<file path="src/spsq_pkg.sv">
// Types, codes and coil tables for the stepper phase sequencer.
package spsq_pkg;

	localparam logic [1:0] ACT_TICK    = 2'd0;
	localparam logic [1:0] ACT_MOVE    = 2'd1;
	localparam logic [1:0] ACT_RELEASE = 2'd2;

	localparam logic [1:0] REG_STEPS_PER_REV = 2'd0;
	localparam logic [1:0] REG_POWER_MODE    = 2'd1;
	localparam logic [1:0] REG_STEP_DELAY    = 2'd2;

	localparam int unsigned CFG_W   = 26;
	localparam int unsigned POS_W   = 15;
	localparam int unsigned DELAY_W = 26;

	localparam logic [POS_W-1:0]   SPR_RESET   = 15'd200;
	localparam logic [DELAY_W-1:0] DELAY_RESET = 26'd5000;

	typedef struct packed {
		logic [1:0]         action;
		logic signed [15:0] move_steps;
	} in_item_t;

	typedef struct packed {
		logic [3:0]       coils;
		logic [POS_W-1:0] position;
		logic             busy_res;
		logic             stepped;
		logic             rejected;
	} out_item_t;

	// Single-coil wave pattern for position mod 4.
	function automatic logic [3:0] single_coils(input logic [1:0] phase);
		logic [3:0] c;
		case (phase)
			2'd0:    c = 4'h1;
			2'd1:    c = 4'h4;
			2'd2:    c = 4'h2;
			default: c = 4'h8;
		endcase
		return c;
	endfunction

	// Two-coil power pattern for position mod 4.
	function automatic logic [3:0] power_coils(input logic [1:0] phase);
		logic [3:0] c;
		case (phase)
			2'd0:    c = 4'h5;
			2'd1:    c = 4'h6;
			2'd2:    c = 4'hA;
			default: c = 4'h9;
		endcase
		return c;
	endfunction

endpackage

</file>
<file path="src/stepper_phase_sequencer.sv">
// Stepper phase sequencer top level: move control, position and coil drive.
//
//  channel | dir | handshake            | payload
//  in      | in  | in_valid / in_stall  | in_item  (action, move_steps)
//  out     | out | out_valid / out_stall| out_item (coils, position, flags)
//  cfg     | in  | cfg_we               | cfg_index, cfg_data
//
// State and the result register update at the edge that accepts an item, so one
// item per cycle is sustained while out_stall does not hold a waiting result. The
// single result register puts the result out in the cycle after the item is
// accepted. in_stall is high only while a result waits and out_stall holds it.
// Reset clears the move state and loads the register defaults.
module stepper_phase_sequencer (
	input  logic                               clk,
	input  logic                               arst_n,
	input  logic                               in_valid,
	output logic                               in_stall,
	input  spsq_pkg::in_item_t                 in_item,
	output logic                               out_valid,
	input  logic                               out_stall,
	output spsq_pkg::out_item_t                out_item,
	input  logic                               cfg_we,
	input  logic [1:0]                         cfg_index,
	input  logic [spsq_pkg::CFG_W-1:0]         cfg_data
);

	logic [spsq_pkg::POS_W-1:0]   spr_q;
	logic                         power_mode_q;
	logic [spsq_pkg::DELAY_W-1:0] step_delay_q;

	logic [spsq_pkg::POS_W-1:0]   pos_q;
	logic [15:0]                  steps_left_q;
	logic [spsq_pkg::DELAY_W-1:0] delay_q;
	logic                         backward_q;
	logic                         released_q;

	logic                         out_valid_q;
	spsq_pkg::out_item_t          out_item_q;

	logic                         accept;
	logic                         busy;
	logic                         do_step;
	logic                         rejected;
	logic                         dir_nxt;
	logic [15:0]                  mag;
	logic [15:0]                  steps_left_nxt;
	logic [spsq_pkg::DELAY_W-1:0] delay_nxt;
	logic                         released_nxt;
	logic [spsq_pkg::POS_W-1:0]   rev_len;
	logic [spsq_pkg::POS_W:0]     pos_inc;
	logic [spsq_pkg::POS_W-1:0]   pos_step;
	logic [spsq_pkg::POS_W-1:0]   pos_nxt;
	logic [3:0]                   coils_nxt;

	assign in_stall = out_valid_q && out_stall;
	assign accept   = in_valid && !in_stall;
	assign busy     = steps_left_q != 16'd0;

	// A zero steps-per-revolution setting behaves as a one-step revolution.
	assign rev_len = (spr_q == '0) ? spsq_pkg::POS_W'(1) : spr_q;
	assign pos_inc = {1'b0, pos_q} + (spsq_pkg::POS_W+1)'(1);

	always_comb begin
		do_step        = 1'b0;
		rejected       = 1'b0;
		dir_nxt        = backward_q;
		mag            = in_item.move_steps[15] ? 16'(-in_item.move_steps)
		                                        : in_item.move_steps;
		steps_left_nxt = steps_left_q;
		delay_nxt      = delay_q;
		released_nxt   = released_q;
		case (in_item.action)
			spsq_pkg::ACT_TICK: begin
				if (busy) begin
					if (delay_q > spsq_pkg::DELAY_W'(1)) begin
						delay_nxt = delay_q - spsq_pkg::DELAY_W'(1);
					end else begin
						do_step        = 1'b1;
						steps_left_nxt = steps_left_q - 16'd1;
					end
				end
			end
			spsq_pkg::ACT_MOVE: begin
				if (busy) begin
					rejected = 1'b1;
				end else if (in_item.move_steps != 16'sd0) begin
					do_step        = 1'b1;
					dir_nxt        = in_item.move_steps[15];
					steps_left_nxt = mag - 16'd1;
				end
			end
			spsq_pkg::ACT_RELEASE: begin
				released_nxt   = 1'b1;
				steps_left_nxt = 16'd0;
				delay_nxt      = '0;
			end
			default: begin
			end
		endcase
		if (do_step) begin
			released_nxt = 1'b0;
			delay_nxt    = (steps_left_nxt != 16'd0) ? step_delay_q : '0;
		end
	end

	// One step in the chosen direction, wrapping within the revolution, and the coils for the result.
	always_comb begin
		if (dir_nxt) begin
			if (pos_q == '0 || pos_q >= rev_len)
				pos_step = rev_len - spsq_pkg::POS_W'(1);
			else
				pos_step = pos_q - spsq_pkg::POS_W'(1);
		end else begin
			if (pos_inc >= {1'b0, rev_len})
				pos_step = '0;
			else
				pos_step = pos_inc[spsq_pkg::POS_W-1:0];
		end
		pos_nxt = do_step ? pos_step : pos_q;
		if (released_nxt)
			coils_nxt = 4'h0;
		else if (power_mode_q)
			coils_nxt = spsq_pkg::power_coils(pos_nxt[1:0]);
		else
			coils_nxt = spsq_pkg::single_coils(pos_nxt[1:0]);
	end

	always_ff @(posedge clk or negedge arst_n) begin
		if (!arst_n) begin
			spr_q        <= spsq_pkg::SPR_RESET;
			power_mode_q <= 1'b0;
			step_delay_q <= spsq_pkg::DELAY_RESET;
			pos_q        <= '0;
			steps_left_q <= 16'd0;
			delay_q      <= '0;
			backward_q   <= 1'b0;
			released_q   <= 1'b0;
			out_valid_q  <= 1'b0;
		end else begin
			if (accept) begin
				pos_q        <= pos_nxt;
				steps_left_q <= steps_left_nxt;
				delay_q      <= delay_nxt;
				backward_q   <= dir_nxt;
				released_q   <= released_nxt;
				out_valid_q  <= 1'b1;
			end else if (!out_stall) begin
				out_valid_q  <= 1'b0;
			end
			if (cfg_we) begin
				case (cfg_index)
					spsq_pkg::REG_STEPS_PER_REV: begin
						spr_q <= cfg_data[spsq_pkg::POS_W-1:0];
						pos_q <= '0;
					end
					spsq_pkg::REG_POWER_MODE: power_mode_q <= cfg_data[0];
					spsq_pkg::REG_STEP_DELAY: step_delay_q <= cfg_data;
					default: begin
					end
				endcase
			end
		end
	end

	always_ff @(posedge clk) begin
		if (accept) begin
			out_item_q.coils    <= coils_nxt;
			out_item_q.position <= pos_nxt;
			out_item_q.busy_res <= steps_left_nxt != 16'd0;
			out_item_q.stepped  <= do_step;
			out_item_q.rejected <= rejected;
		end
	end

	assign out_valid = out_valid_q;
	assign out_item  = out_item_q;

endmodule

</file>
<file path="config.mk">
export PLATFORM = sky130hd
export DESIGN_NAME = stepper_phase_sequencer
export DESIGN_NICKNAME = d
export VERILOG_FILES = /design/src/spsq_pkg.sv /design/src/stepper_phase_sequencer.sv
export SDC_FILE = /design/constraint.sdc
export NUM_CORES = 1
export LEC_CHECK = 0
export BUFFER_PORTS_ARGS = -buffer_cell sky130_fd_sc_hd__buf_2
export CAP_MARGIN = 15
export CORE_MARGIN = 8
export CORE_UTILIZATION = 50
export DETAILED_ROUTE_END_ITERATION = 8
export PLACE_DENSITY = 0.71
export SETUP_SLACK_MARGIN = 0.02
export SYNTH_ARGS = -nofsm -noshare
export SYNTH_HDL_FRONTEND = slang
export SYNTH_SLANG_ARGS = --single-unit
</file>
<file path="constraint.sdc">
create_clock -name clk -period 9.4 [get_ports clk]
set_input_delay 0.94 -clock clk [delete_from_list [all_inputs] [get_ports clk]]
set_output_delay 0.94 -clock clk [all_outputs]
set_load 0.005 [all_outputs]
</file>
==> flow_metrics.py, run 1 <==
metrics = {
    "setup_path": {
        "critPathKind": "flip-flop to flip-flop",
        "regToRegEndpoint": "out_item[20]$_SDFFCE_PP0P_",
        "critical_path_required_ns": 9.56,
        "reg2regPathDepth": 23,
        "crit_path_max_incr_delay_ns": 0.52,
        "worst-r2r-setup-slack_ns": 4.05,
        "cp-start-kind": "flip-flop",
        "critPathBufInv": 2,
        "critPathMaxFanout": 12,
        "crit_cells": 23,
        "arrival_ns": 5.51,
        "critical_path.slowest_cell": "sky130_fd_sc_hd__dfrtp_1",
        "cell_chain_of_the_critical_path": "ha_1 > nand3_1 > nor2_1 > and3_1 > and3_1 > nand3_1 > xnor2_1 > ha_1 > o21a_1 > o21ai_0 > nor3_1 > a21o_1 > a311oi_1 > nand3_1 > clkinv_1 > a21oi_1 > a21oi_1 > inv_1 > ha_1 > nor2_1 > nor2_1 > mux2i_1 > nor2_1",
        "crit_path_frequent_cell": "sky130_fd_sc_hd__nor2_1",
        "worstReg2RegStart": "pos_q[1]$_DFF_PN0_",
        "cpLargestDelayFamily": "simple AND/OR/NAND/NOR gates",
        "category_of_the_worst_setup_path_capture_point": "flip-flop",
    },
    "cells_and_area": {
        "area_delta_synth_final_pct": 11.7,
        "final_instance_count_without_filler_cells": 1361,
        "drive_gt1_frac": 0.166,
        "finish.instance_area_mm2": 0.0102,
        "antenna_cells": 0,
        "layout.nets": 1212,
    },
    "yosys": {
        "synth_enable_flop_cells": 22,
        "mappedNetlistArea_mm2": 0.00912,
        "synth_flop_cell": "sky130_fd_sc_hd__dfrtp_1",
        "synth_area_per_cell_um2": 8.41,
        "async_s_r_ff_share_synth": 0.823,
        "synthesis.yosys.warnings": 0,
        "synthesized_instance_count": 1084,
        "synth_commonest_cells": "sky130_fd_sc_hd__nand2_1, sky130_fd_sc_hd__o21ai_0, sky130_fd_sc_hd__dfrtp_1",
        "yosysSeqAreaShare": 0.353,
        "post-synth-top-count-cell": "sky130_fd_sc_hd__nand2_1",
        "largest_cells_by_area_after_synthesis": "sky130_fd_sc_hd__dfrtp_1, sky130_fd_sc_hd__edfxtp_1, sky130_fd_sc_hd__ha_1",
        "total_nets_after_synthesis": 1177,
        "netlist.top_cell.by_area": "sky130_fd_sc_hd__dfrtp_1",
        "yosys_register_bits": 124,
        "post_synth_top_area_share": 0.258,
        "post_synth_num_cell_types": 71,
    },
    "routing": {
        "wl_per_cell_um": 17.8,
        "route.antenna.remaining_nets": 0,
        "detail_route.drc_violations": 0,
        "drt_first_pass_iters": 5,
        "initialDrtViolationCount": 926,
        "routed_wirelength_um": 24200,
        "vias_per_cell": 6.14,
        "vias": 8358,
    },
    "timing": {
        "setup_ws_ns": 4.05,
        "timing_worst_slew_pin_value_ns": 1.07,
        "max_clock_freq_mhz": 187,
        "hold_violations": 0,
        "final_period_minus_worst_setup_slack_ns": 5.35,
        "slew_viol_final": 0,
        "rsz_0062_raised_after_global_routing": "no",
        "finalSetupViolations": 0,
        "fin_crit_sh": 0.569,
        "fin_setup_tns_ns": 0,
        "slew_headroom": 0.284,
        "hold-worst-slack_ns": 0.505,
        "skew_ns": 0.0117,
    },
    "global_route": {
        "grt_start_max_net_pins": 55,
        "grt_pass1_wl_um": 39800,
        "grt_total_usage": 0.217,
        "grt_antenna_before_repair": 0,
        "number_of_global_route_vias_before_repair": 7641,
        "overflow": 0,
    },
    "min_path": {
        "worstHoldPathType": "flip-flop to flip-flop",
        "hp-start": "step_delay_q[6]$_DFFE_PN0P_",
        "whs_endpoint": "step_delay_q[6]$_DFFE_PN0P_",
        "holdPathStages": 1,
    },
    "placed_design": {
        "place_hpwl_um": 17400,
        "placement.setup.worst_slack_ns": 4.05,
        "postPlaceCellArea_mm2": 0.00957,
        "dp.cells": 1329,
        "io_buffers": 74,
        "gp_congestion": 0.936,
    },
    "clocking": {
        "clock_latency_on_the_worst_skew_pair_ns": 0.42,
        "clock_tree_from_tritoncts": "built",
        "clockBufferDepth": 2,
        "clock-sinks": 124,
        "cts-hold-fix-buffers": 0,
        "post_cts.resized_instances": 0,
        "clk_pin_slew_ns": 0.06,
        "cts.root.buffer_cell": "sky130_fd_sc_hd__clkbuf_16",
        "cts_max_level": 4,
        "cts_bufs_inserted": 17,
        "post-cts-setup-buffer-count": 0,
    },
    "power": {
        "max-vdd-ir-drop_uv": 155,
        "pwr-share-comb": 0.421,
        "leakage_uw": 0.00423,
        "power_report.internal_total_uw": 1540,
        "power.switching_fraction": 0.410,
        "power_per_cell_area_mw_per_mm2": 256,
        "clockPowerShare": 0.261,
        "p_seq_frac": 0.318,
        "netSwitchingPower_uw": 1070,
    },
    "die": {
        "io_pins": 75,
        "overall_die_area_mm2": 0.0228,
        "initial_utilization": 0.509,
        "chipWidth_um": 151,
        "rows": 49,
        "coreArea_mm2": 0.0179,
        "die-height_um": 151,
    },
    "flow_run": {
        "max_cap_violations": 0,
    },
    "run_status": {
        "outcome": "finished, final reports clean",
    },
}
[layout by cell type, fill, tap and decap left out, types with 5 or more instances in the layout]
cell type                     n
sky130_fd_sc_hd__or4_1       15
sky130_fd_sc_hd__nand2b_1     9
sky130_fd_sc_hd__and3_1      14
sky130_fd_sc_hd__buf_4       10
sky130_fd_sc_hd__clkbuf_16   18
sky130_fd_sc_hd__or3_1       16
sky130_fd_sc_hd__o31ai_1      9
sky130_fd_sc_hd__dfstp_2      8
sky130_fd_sc_hd__a211oi_1    11
sky130_fd_sc_hd__edfxtp_1    22
sky130_fd_sc_hd__buf_2       73
sky130_fd_sc_hd__nand4_1     17
sky130_fd_sc_hd__a22oi_1     12
sky130_fd_sc_hd__a32oi_1      7
sky130_fd_sc_hd__ha_1        42
sky130_fd_sc_hd__a31oi_1     11
sky130_fd_sc_hd__o21ai_2     20
sky130_fd_sc_hd__nor3_1      39
sky130_fd_sc_hd__a21oi_1     65
sky130_fd_sc_hd__nor4_1      26
sky130_fd_sc_hd__nor2b_1      7
sky130_fd_sc_hd__o21a_1       5
sky130_fd_sc_hd__nor3b_1      6
sky130_fd_sc_hd__a21o_1      10
sky130_fd_sc_hd__o21ai_0    103
sky130_fd_sc_hd__nand3_1     27
sky130_fd_sc_hd__xnor2_1     34
sky130_fd_sc_hd__mux2i_1     11
sky130_fd_sc_hd__nor2_1      84
sky130_fd_sc_hd__dfrtp_1     94
sky130_fd_sc_hd__inv_1       35
sky130_fd_sc_hd__xor2_1      24
sky130_fd_sc_hd__mux2_2      32
sky130_fd_sc_hd__nand2_1    128
sky130_fd_sc_hd__and4_1       5
[power by group through the flow]
stage          Clock [uW]  Combinational (uW)  Sequential (uW)
6_report              681                1100              830
3_3_place_gp            0                1060              832
5_1_grt               716                1210              855
2_1_floorplan           0                 847              784
3_5_place_dp            0                1070              834
4_1_cts               692                1080              826
[area by class of cell]
type	instances	area (um^2)
timing repair buffer	83	440
inverter	38	143
clock inverter	8	104
clock buffer	24	513
tap	229	287
multi-input combinational	855	5470
fill	1658	7720
sequential	124	3220
[kinds of logic (layout without fill, tap and decap cells)]
| kind of cell | Yosys count | count (layout) | synth area share |
|---|---|---|---|
| fa+ha+maj | 42 | 42 | 0.0576 |
| compound gates | 294 | 294 | 0.202 |
| xor+xnor | 58 | 58 | 0.0557 |
| simple gates | 418 | 418 | 0.231 |
| buf+inv | 105 | 153 | 0.0479 |
| mux | 43 | 43 | 0.0516 |
| flops | 124 | 124 | 0.353 |
[registers in the layout, summed over array words and instances, names as in the netlist]
register / cells
backward_q: 1
delay_q: 26
out_item: 22
out_valid: 1
pos_q: 15
power_mode_q: 1
released_q: 1
spr_q: 15
step_delay_q: 26
steps_left_q: 16
[worst reg2reg max path, stage by stage (launching register included)]
cell and delay [ns]:
sky130_fd_sc_hd__dfrtp_1 0.52, sky130_fd_sc_hd__ha_1 0.32, sky130_fd_sc_hd__nand3_1 0.22, sky130_fd_sc_hd__nor2_1 0.19
sky130_fd_sc_hd__and3_1 0.22, sky130_fd_sc_hd__and3_1 0.23, sky130_fd_sc_hd__nand3_1 0.11, sky130_fd_sc_hd__xnor2_1 0.24
sky130_fd_sc_hd__ha_1 0.27, sky130_fd_sc_hd__o21a_1 0.18, sky130_fd_sc_hd__o21ai_0 0.23, sky130_fd_sc_hd__nor3_1 0.12
sky130_fd_sc_hd__a21o_1 0.17, sky130_fd_sc_hd__a311oi_1 0.21, sky130_fd_sc_hd__nand3_1 0.41, sky130_fd_sc_hd__clkinv_1 0.37
sky130_fd_sc_hd__a21oi_1 0.14, sky130_fd_sc_hd__a21oi_1 0.29, sky130_fd_sc_hd__inv_1 0.14, sky130_fd_sc_hd__ha_1 0.22
sky130_fd_sc_hd__nor2_1 0.09, sky130_fd_sc_hd__nor2_1 0.05, sky130_fd_sc_hd__mux2i_1 0.13, sky130_fd_sc_hd__nor2_1 0.05
[metal layers]
metal,global-route usage,share of wire,vias up
met3,0.0356,0.066,40
met4,0.0802,0.017,0
met1,0.307,0.47,3978
li1,-,-,4037
met2,0.327,0.45,303
met5,0,0,-
[how the worst max path moves through the flow]
stage                         start                    endpoint  slack (ns)
3_5_place_dp             in_item[0]  out_item[20]$_SDFFCE_PP0P_        4.05
2_1_floorplan  spr_q[2]$_DFFE_PN0P_  out_item[20]$_SDFFCE_PP0P_        4.71
3_3_place_gp             in_item[0]  out_item[20]$_SDFFCE_PP0P_        4.13
4_1_cts          pos_q[1]$_DFF_PN0_  out_item[20]$_SDFFCE_PP0P_        4.12
5_1_grt          pos_q[1]$_DFF_PN0_  out_item[20]$_SDFFCE_PP0P_        3.44
6_report         pos_q[1]$_DFF_PN0_  out_item[20]$_SDFFCE_PP0P_        4.05
[metrics by stage]
step | total power, uW | util
floorplan | 1630 | -
global placement | 1890 | 0.534
detailed placement | 1900 | 0.534
CTS | 2600 | 0.569
global route | 2780 | 0.569
finish | 2610 | 0.569
(Power assumes the default switching activity.)
==> run 2: changes to the inputs <==
==> constraint.sdc (replaced) <==
create_clock -name clk -period 5.45 [get_ports clk]
set_input_delay 0.545 -clock clk [delete_from_list [all_inputs] [get_ports clk]]
set_output_delay 0.545 -clock clk [all_outputs]
set_load 0.005 [all_outputs]
==> flow_metrics.py, run 2 (same netlist as run 1, synthesis figures left out) <==
metrics = {
    "die": {
        "io_pins": 75,
        "rows": 49,
        "chipWidth_um": 151,
        "overall_die_area_mm2": 0.0228,
        "die-height_um": 151,
        "initial_utilization": 0.509,
        "coreArea_mm2": 0.0179,
    },
    "timing": {
        "max_clock_freq_mhz": 203,
        "fin_crit_sh": 0.903,
        "final_period_minus_worst_setup_slack_ns": 4.92,
        "timing_worst_slew_pin_value_ns": 0.983,
        "finalSetupViolations": 0,
        "fin_setup_tns_ns": 0,
        "slew_viol_final": 0,
        "slew_headroom": 0.339,
        "hold_violations": 0,
        "skew_ns": 0.0107,
        "rsz_0062_raised_after_global_routing": "no",
    },
    "clocking": {
        "clk_pin_slew_ns": 0.06,
        "cts_max_level": 4,
        "clock-sinks": 124,
        "clock_latency_on_the_worst_skew_pair_ns": 0.42,
        "clockBufferDepth": 2,
        "cts.root.buffer_cell": "sky130_fd_sc_hd__clkbuf_16",
        "clock_tree_from_tritoncts": "built",
        "cts_bufs_inserted": 17,
        "post-cts-setup-buffer-count": 0,
    },
    "routing": {
        "wl_per_cell_um": 17.8,
        "vias_per_cell": 6.12,
        "initialDrtViolationCount": 695,
        "routed_wirelength_um": 24400,
        "route.antenna.remaining_nets": 0,
        "drt_first_pass_iters": 5,
        "vias": 8389,
        "detail_route.drc_violations": 0,
    },
    "placed_design": {
        "place_hpwl_um": 17600,
        "dp.cells": 1337,
        "gp_congestion": 0.944,
        "io_buffers": 74,
    },
    "cells_and_area": {
        "area_delta_synth_final_pct": 12.2,
        "layout.nets": 1221,
        "most_common_cell_after_layout_fill_and_taps_aside": "sky130_fd_sc_hd__nand2_1",
        "fillers": 1636,
        "antenna_cells": 0,
        "final_instance_count_without_filler_cells": 1370,
        "drive_gt1_frac": 0.173,
        "final_cell_mix": "sky130_fd_sc_hd__nand2_1, sky130_fd_sc_hd__o21ai_0, sky130_fd_sc_hd__dfrtp_1",
    },
    "setup_path": {
        "worst-r2r-setup-slack_ns": 0.53,
        "crit_cells": 23,
        "cpLargestDelayFamily": "simple AND/OR/NAND/NOR gates",
        "worstReg2RegStart": "pos_q[1]$_DFF_PN0_",
        "regToRegEndpoint": "out_item[20]$_SDFFCE_PP0P_",
        "crit_path_max_incr_delay_ns": 0.51,
        "critPathMaxFanout": 9,
        "reg2regPathDepth": 23,
        "arrival_ns": 5.08,
        "critical_path.slowest_cell": "sky130_fd_sc_hd__dfrtp_1",
        "cell_chain_of_the_critical_path": "ha_1 > nand3_1 > nor2_1 > and3_1 > and3_1 > nand3_1 > xnor2_1 > ha_1 > o21a_1 > o21ai_0 > nor3_1 > a21o_1 > a311oi_1 > nand3_1 > clkinv_1 > a21oi_1 > a21oi_1 > inv_1 > ha_1 > nor2_1 > nor2_1 > mux2i_1 > nor2_1",
        "category_of_the_worst_setup_path_capture_point": "flip-flop",
        "critical_path_required_ns": 5.61,
        "startpoint": "pos_q[1]$_DFF_PN0_",
        "cp-start-kind": "flip-flop",
        "critPathKind": "flip-flop to flip-flop",
        "crit_path_frequent_cell": "sky130_fd_sc_hd__nor2_1",
        "critPathBufInv": 2,
    },
    "global_route": {
        "grt_antenna_before_repair": 0,
        "number_of_global_route_vias_before_repair": 7715,
        "grt_total_usage": 0.217,
        "grt_pass1_wl_um": 39800,
        "grt_start_max_net_pins": 72,
        "overflow": 0,
    },
    "power": {
        "leakage_uw": 0.00425,
        "finalPower_uw": 4510,
        "max-vdd-ir-drop_uv": 272,
        "power_per_cell_area_mw_per_mm2": 441,
    },
    "min_path": {
        "worstHoldPathType": "input port to async pin",
    },
    "flow_run": {
        "max_cap_violations": 0,
    },
    "run_status": {
        "outcome": "finished, final reports clean",
    },
}
run 2: layout make-up:
class	instances	area [um^2]	share of cell area
timing repair buffer	92	520	0.0509
clock buffer	24	503	0.0492
inverter	38	143	0.0139
sequential	124	3220	0.315
multi-input combinational	855	5480	0.535
clock inverter	8	81.3	0.00795
tap	229	287	0.0280
run 2: metal layers:
layer / track usage / share of wire / vias to the layer above
met5: 0 / 0 / -
met1: 0.300 / 0.47 / 3971
met3: 0.0427 / 0.071 / 45
met2: 0.330 / 0.44 / 322
li1: - / - / 4051
met4: 0.0777 / 0.021 / 0
run 2: timing repair:
item | 4_1_cts | 5_1_grt
hold buffers | 0 | 0
setup endpoints to repair | 0 | 2
resized for setup | 0 | 1
run 2: worst max-delay path by stage:
stage / end
floorplan: out_item[20]$_SDFFCE_PP0P_
CTS: out_item[20]$_SDFFCE_PP0P_
finish: out_item[20]$_SDFFCE_PP0P_
global placement: out_item[18]$_SDFFCE_PP0P_
detailed placement: out_item[20]$_SDFFCE_PP0P_
global route: out_item[20]$_SDFFCE_PP0P_
run 2: where the power goes:
part / internal (uW) / total, uW / switching, uW
Combinational: 772 / 1960 / 1190
Clock: 692 / 1120 / 427
Sequential: 1180 / 1430 / 251
run 2: per-stage QoR:
stage / util / cell area (um^2) / hold slack [ns] / setup WS (ns)
after floorplan: - / 9120 / 0.249 / 0.760
after global placement: 0.538 / 9640 / 0.485 / 0.786
after detailed placement: 0.538 / 9640 / 0.493 / 0.588
after CTS: 0.571 / 10200 / 0.289 / 0.556
after global routing: 0.572 / 10200 / 0.334 / 0.0981
final: 0.572 / 10200 / 0.251 / 0.530
==> run 3: changes to the inputs <==
--- a/config.mk
+++ b/config.mk
@@ -10,7 +10,7 @@
 export CORE_MARGIN = 8
 export CORE_UTILIZATION = 50
 export DETAILED_ROUTE_END_ITERATION = 8
-export PLACE_DENSITY = 0.71
+export PLACE_DENSITY_LB_ADDON = 0.05
 export SETUP_SLACK_MARGIN = 0.02
 export SYNTH_ARGS = -nofsm -noshare
 export SYNTH_HDL_FRONTEND = slang
==> constraint.sdc (replaced) <==
create_clock -name clk -period 5.45 [get_ports clk]
set_input_delay 0.545 -clock clk [delete_from_list [all_inputs] [get_ports clk]]
set_output_delay 0.545 -clock clk [all_outputs]
set_load 0.01 [all_outputs]
==> flow_metrics.py, run 3 (same netlist as run 1, synthesis figures left out) <==
metrics = {
    "run_status": {
        "outcome": "finished, final reports clean",
    },
    "timing": {
        "finalSetupViolations": 0,
        "final_period_minus_worst_setup_slack_ns": 4.84,
        "slew_viol_final": 0,
        "hold_violations": 0,
        "skew_ns": 0.0106,
        "fin_crit_sh": 0.888,
        "max_clock_freq_mhz": 207,
        "rsz_0062_raised_after_global_routing": "no",
        "fin_setup_tns_ns": 0,
        "timing_worst_slew_pin_value_ns": 1.06,
        "slew_headroom": 0.288,
    },
    "clocking": {
        "post-cts-setup-buffer-count": 0,
        "cts_max_level": 4,
        "clock_latency_on_the_worst_skew_pair_ns": 0.43,
        "cts.root.buffer_cell": "sky130_fd_sc_hd__clkbuf_16",
        "clock_tree_from_tritoncts": "built",
        "cts-hold-fix-buffers": 0,
        "clock-sinks": 124,
        "cts_bufs_inserted": 17,
        "clk_pin_slew_ns": 0.06,
        "clockBufferDepth": 2,
    },
    "cells_and_area": {
        "area_delta_synth_final_pct": 11.8,
        "fillers": 1676,
        "fin_util": 0.569,
        "multi_input_area_mm2": 0.00548,
        "most_common_cell_after_layout_fill_and_taps_aside": "sky130_fd_sc_hd__nand2_1",
        "final_cell_mix": "sky130_fd_sc_hd__nand2_1, sky130_fd_sc_hd__o21ai_0, sky130_fd_sc_hd__dfrtp_1",
        "antenna_cells": 0,
        "area_of_all_sequential_standard_cells_mm2": 0.00323,
        "layout.nets": 1221,
        "drive_gt1_frac": 0.176,
    },
    "placed_design": {
        "io_buffers": 74,
        "gp_congestion": 0.903,
        "place_hpwl_um": 18500,
    },
    "global_route": {
        "number_of_global_route_vias_before_repair": 7894,
        "global_route.usage.met1": 0.304,
        "grtUsageMet3": 0.0433,
        "grt_start_max_net_pins": 75,
        "grt_antenna_before_repair": 0,
        "groute.layer.met2.usage": 0.366,
        "grt_total_usage": 0.229,
        "grt_pass1_wl_um": 41400,
        "overflow": 0,
        "grt_most_used_layer": "met2",
    },
    "setup_path": {
        "critPathBufInv": 2,
        "cell_chain_of_the_critical_path": "ha_1 > nand3_1 > nor2_1 > and3_1 > and3_1 > nand3_1 > xnor2_1 > ha_1 > o21a_1 > o21ai_0 > nor3_1 > a21o_1 > a311oi_1 > nand3_1 > clkinv_1 > a21oi_1 > a21oi_2 > inv_1 > ha_1 > nor2_1 > nor2_1 > mux2i_1 > nor2_1",
        "cpLargestDelayFamily": "simple AND/OR/NAND/NOR gates",
        "cp-start-kind": "flip-flop",
        "startpoint": "pos_q[1]$_DFF_PN0_",
        "arrival_ns": 5.00,
        "crit_path_max_incr_delay_ns": 0.45,
        "critPathKind": "flip-flop to flip-flop",
        "worstReg2RegStart": "pos_q[1]$_DFF_PN0_",
        "critical_path_required_ns": 5.61,
        "critical_path.slowest_cell": "sky130_fd_sc_hd__dfrtp_2",
        "critPathMaxFanout": 10,
        "crit_path_frequent_cell": "sky130_fd_sc_hd__nor2_1",
        "category_of_the_worst_setup_path_capture_point": "flip-flop",
    },
    "routing": {
        "detail_route.drc_violations": 0,
        "initialDrtViolationCount": 549,
        "vias_per_cell": 6.04,
        "routed_wirelength_um": 25300,
        "wl_per_cell_um": 18.5,
        "route.antenna.remaining_nets": 0,
        "drt_first_pass_iters": 5,
        "vias": 8269,
    },
    "die": {
        "die-height_um": 151,
        "coreArea_mm2": 0.0179,
        "chipWidth_um": 151,
        "rows": 49,
        "initial_utilization": 0.509,
        "overall_die_area_mm2": 0.0228,
        "io_pins": 75,
    },
    "power": {
        "power.switching_fraction": 0.430,
        "clockPowerShare": 0.238,
        "pwr-share-comb": 0.440,
        "max-vdd-ir-drop_uv": 261,
        "power_per_cell_area_mw_per_mm2": 438,
        "power_report.internal_total_uw": 2540,
        "p_seq_frac": 0.322,
        "leakage_uw": 0.00423,
        "netSwitchingPower_uw": 1920,
    },
    "min_path": {
        "worstHoldPathType": "input port to async pin",
    },
    "flow_run": {
        "max_cap_violations": 0,
    },
}
run 3: worst paths after layout:
path / endpoint / slack, ns / cells after the start
max: out_item[20]$_SDFFCE_PP0P_ / 0.61 / 23
min: step_delay_q[16]$_DFFE_PN0P_ / 0.04 / 1
max reg2reg: out_item[20]$_SDFFCE_PP0P_ / 0.61 / 23
max in group asynchronous: pos_q[1]$_DFF_PN0_ / 4.08 / 2
min reg2reg: delay_q[8]$_DFFE_PN0P_ / 0.51 / 2
min in group clk: spr_q[11]$_DFFE_PN0P_ / 0.34 / 3
run 3: worst register-to-register path: cells and delay by family (launching register included):
kind / cells / cell delay, ns
compound gates: 6 / 1.21
xor+xnor: 1 / 0.23
fa+ha+maj: 3 / 0.73
buf+inv: 2 / 0.34
flops: 1 / 0.45
mux: 1 / 0.13
simple gates: 10 / 1.49
run 3: power groups by stage:
stage | Combinational, uW | Sequential (uW) | Clock [uW]
floorplan | 1460 | 1360 | 0
global placement | 1920 | 1440 | 0
detailed placement | 1930 | 1440 | 0
CTS | 1940 | 1430 | 1080
global route | 2190 | 1480 | 1120
finish | 1960 | 1440 | 1060
run 3: layout make-up:
| class | count | share of cell area |
|---|---|---|
| well taps | 229 | 0.0281 |
| flip-flops and latches | 124 | 0.316 |
| clock inverters | 14 | 0.0109 |
| inverters | 38 | 0.0140 |
| multi-input cells | 855 | 0.537 |
| clock buffers | 18 | 0.0421 |
| repair buffers | 92 | 0.0511 |
run 3: timing repair:
action / in CTS / in global routing
gates resized for setup: 0 / 4
setup endpoints to repair: 0 / 2
hold endpoints to repair: 0 / 0
run 3: per-layer routing:
layer | wire [um] | vias up
li1 | - | 4061
met1 | 11900 | 3917
met2 | 11600 | 250
met3 | 1250 | 41
met4 | 595 | 0
met5 | 0 | -
run 3: stage by stage:
stage / hold slack, ns / std cells / power, uW / setup WS, ns / area [um^2]
after detailed placement: 0.493 / 1338 / 3380 / 0.532 / 9650
after global placement: 0.489 / 1338 / 3360 / 0.658 / 9650
after global routing: 0.0519 / 1370 / 4780 / 0.0137 / 10200
after CTS: 0.0395 / 1370 / 4450 / 0.493 / 10200
after floorplan: 0.249 / 1084 / 2820 / 0.760 / 9120
final: 0.0363 / 1370 / 4460 / 0.611 / 10200
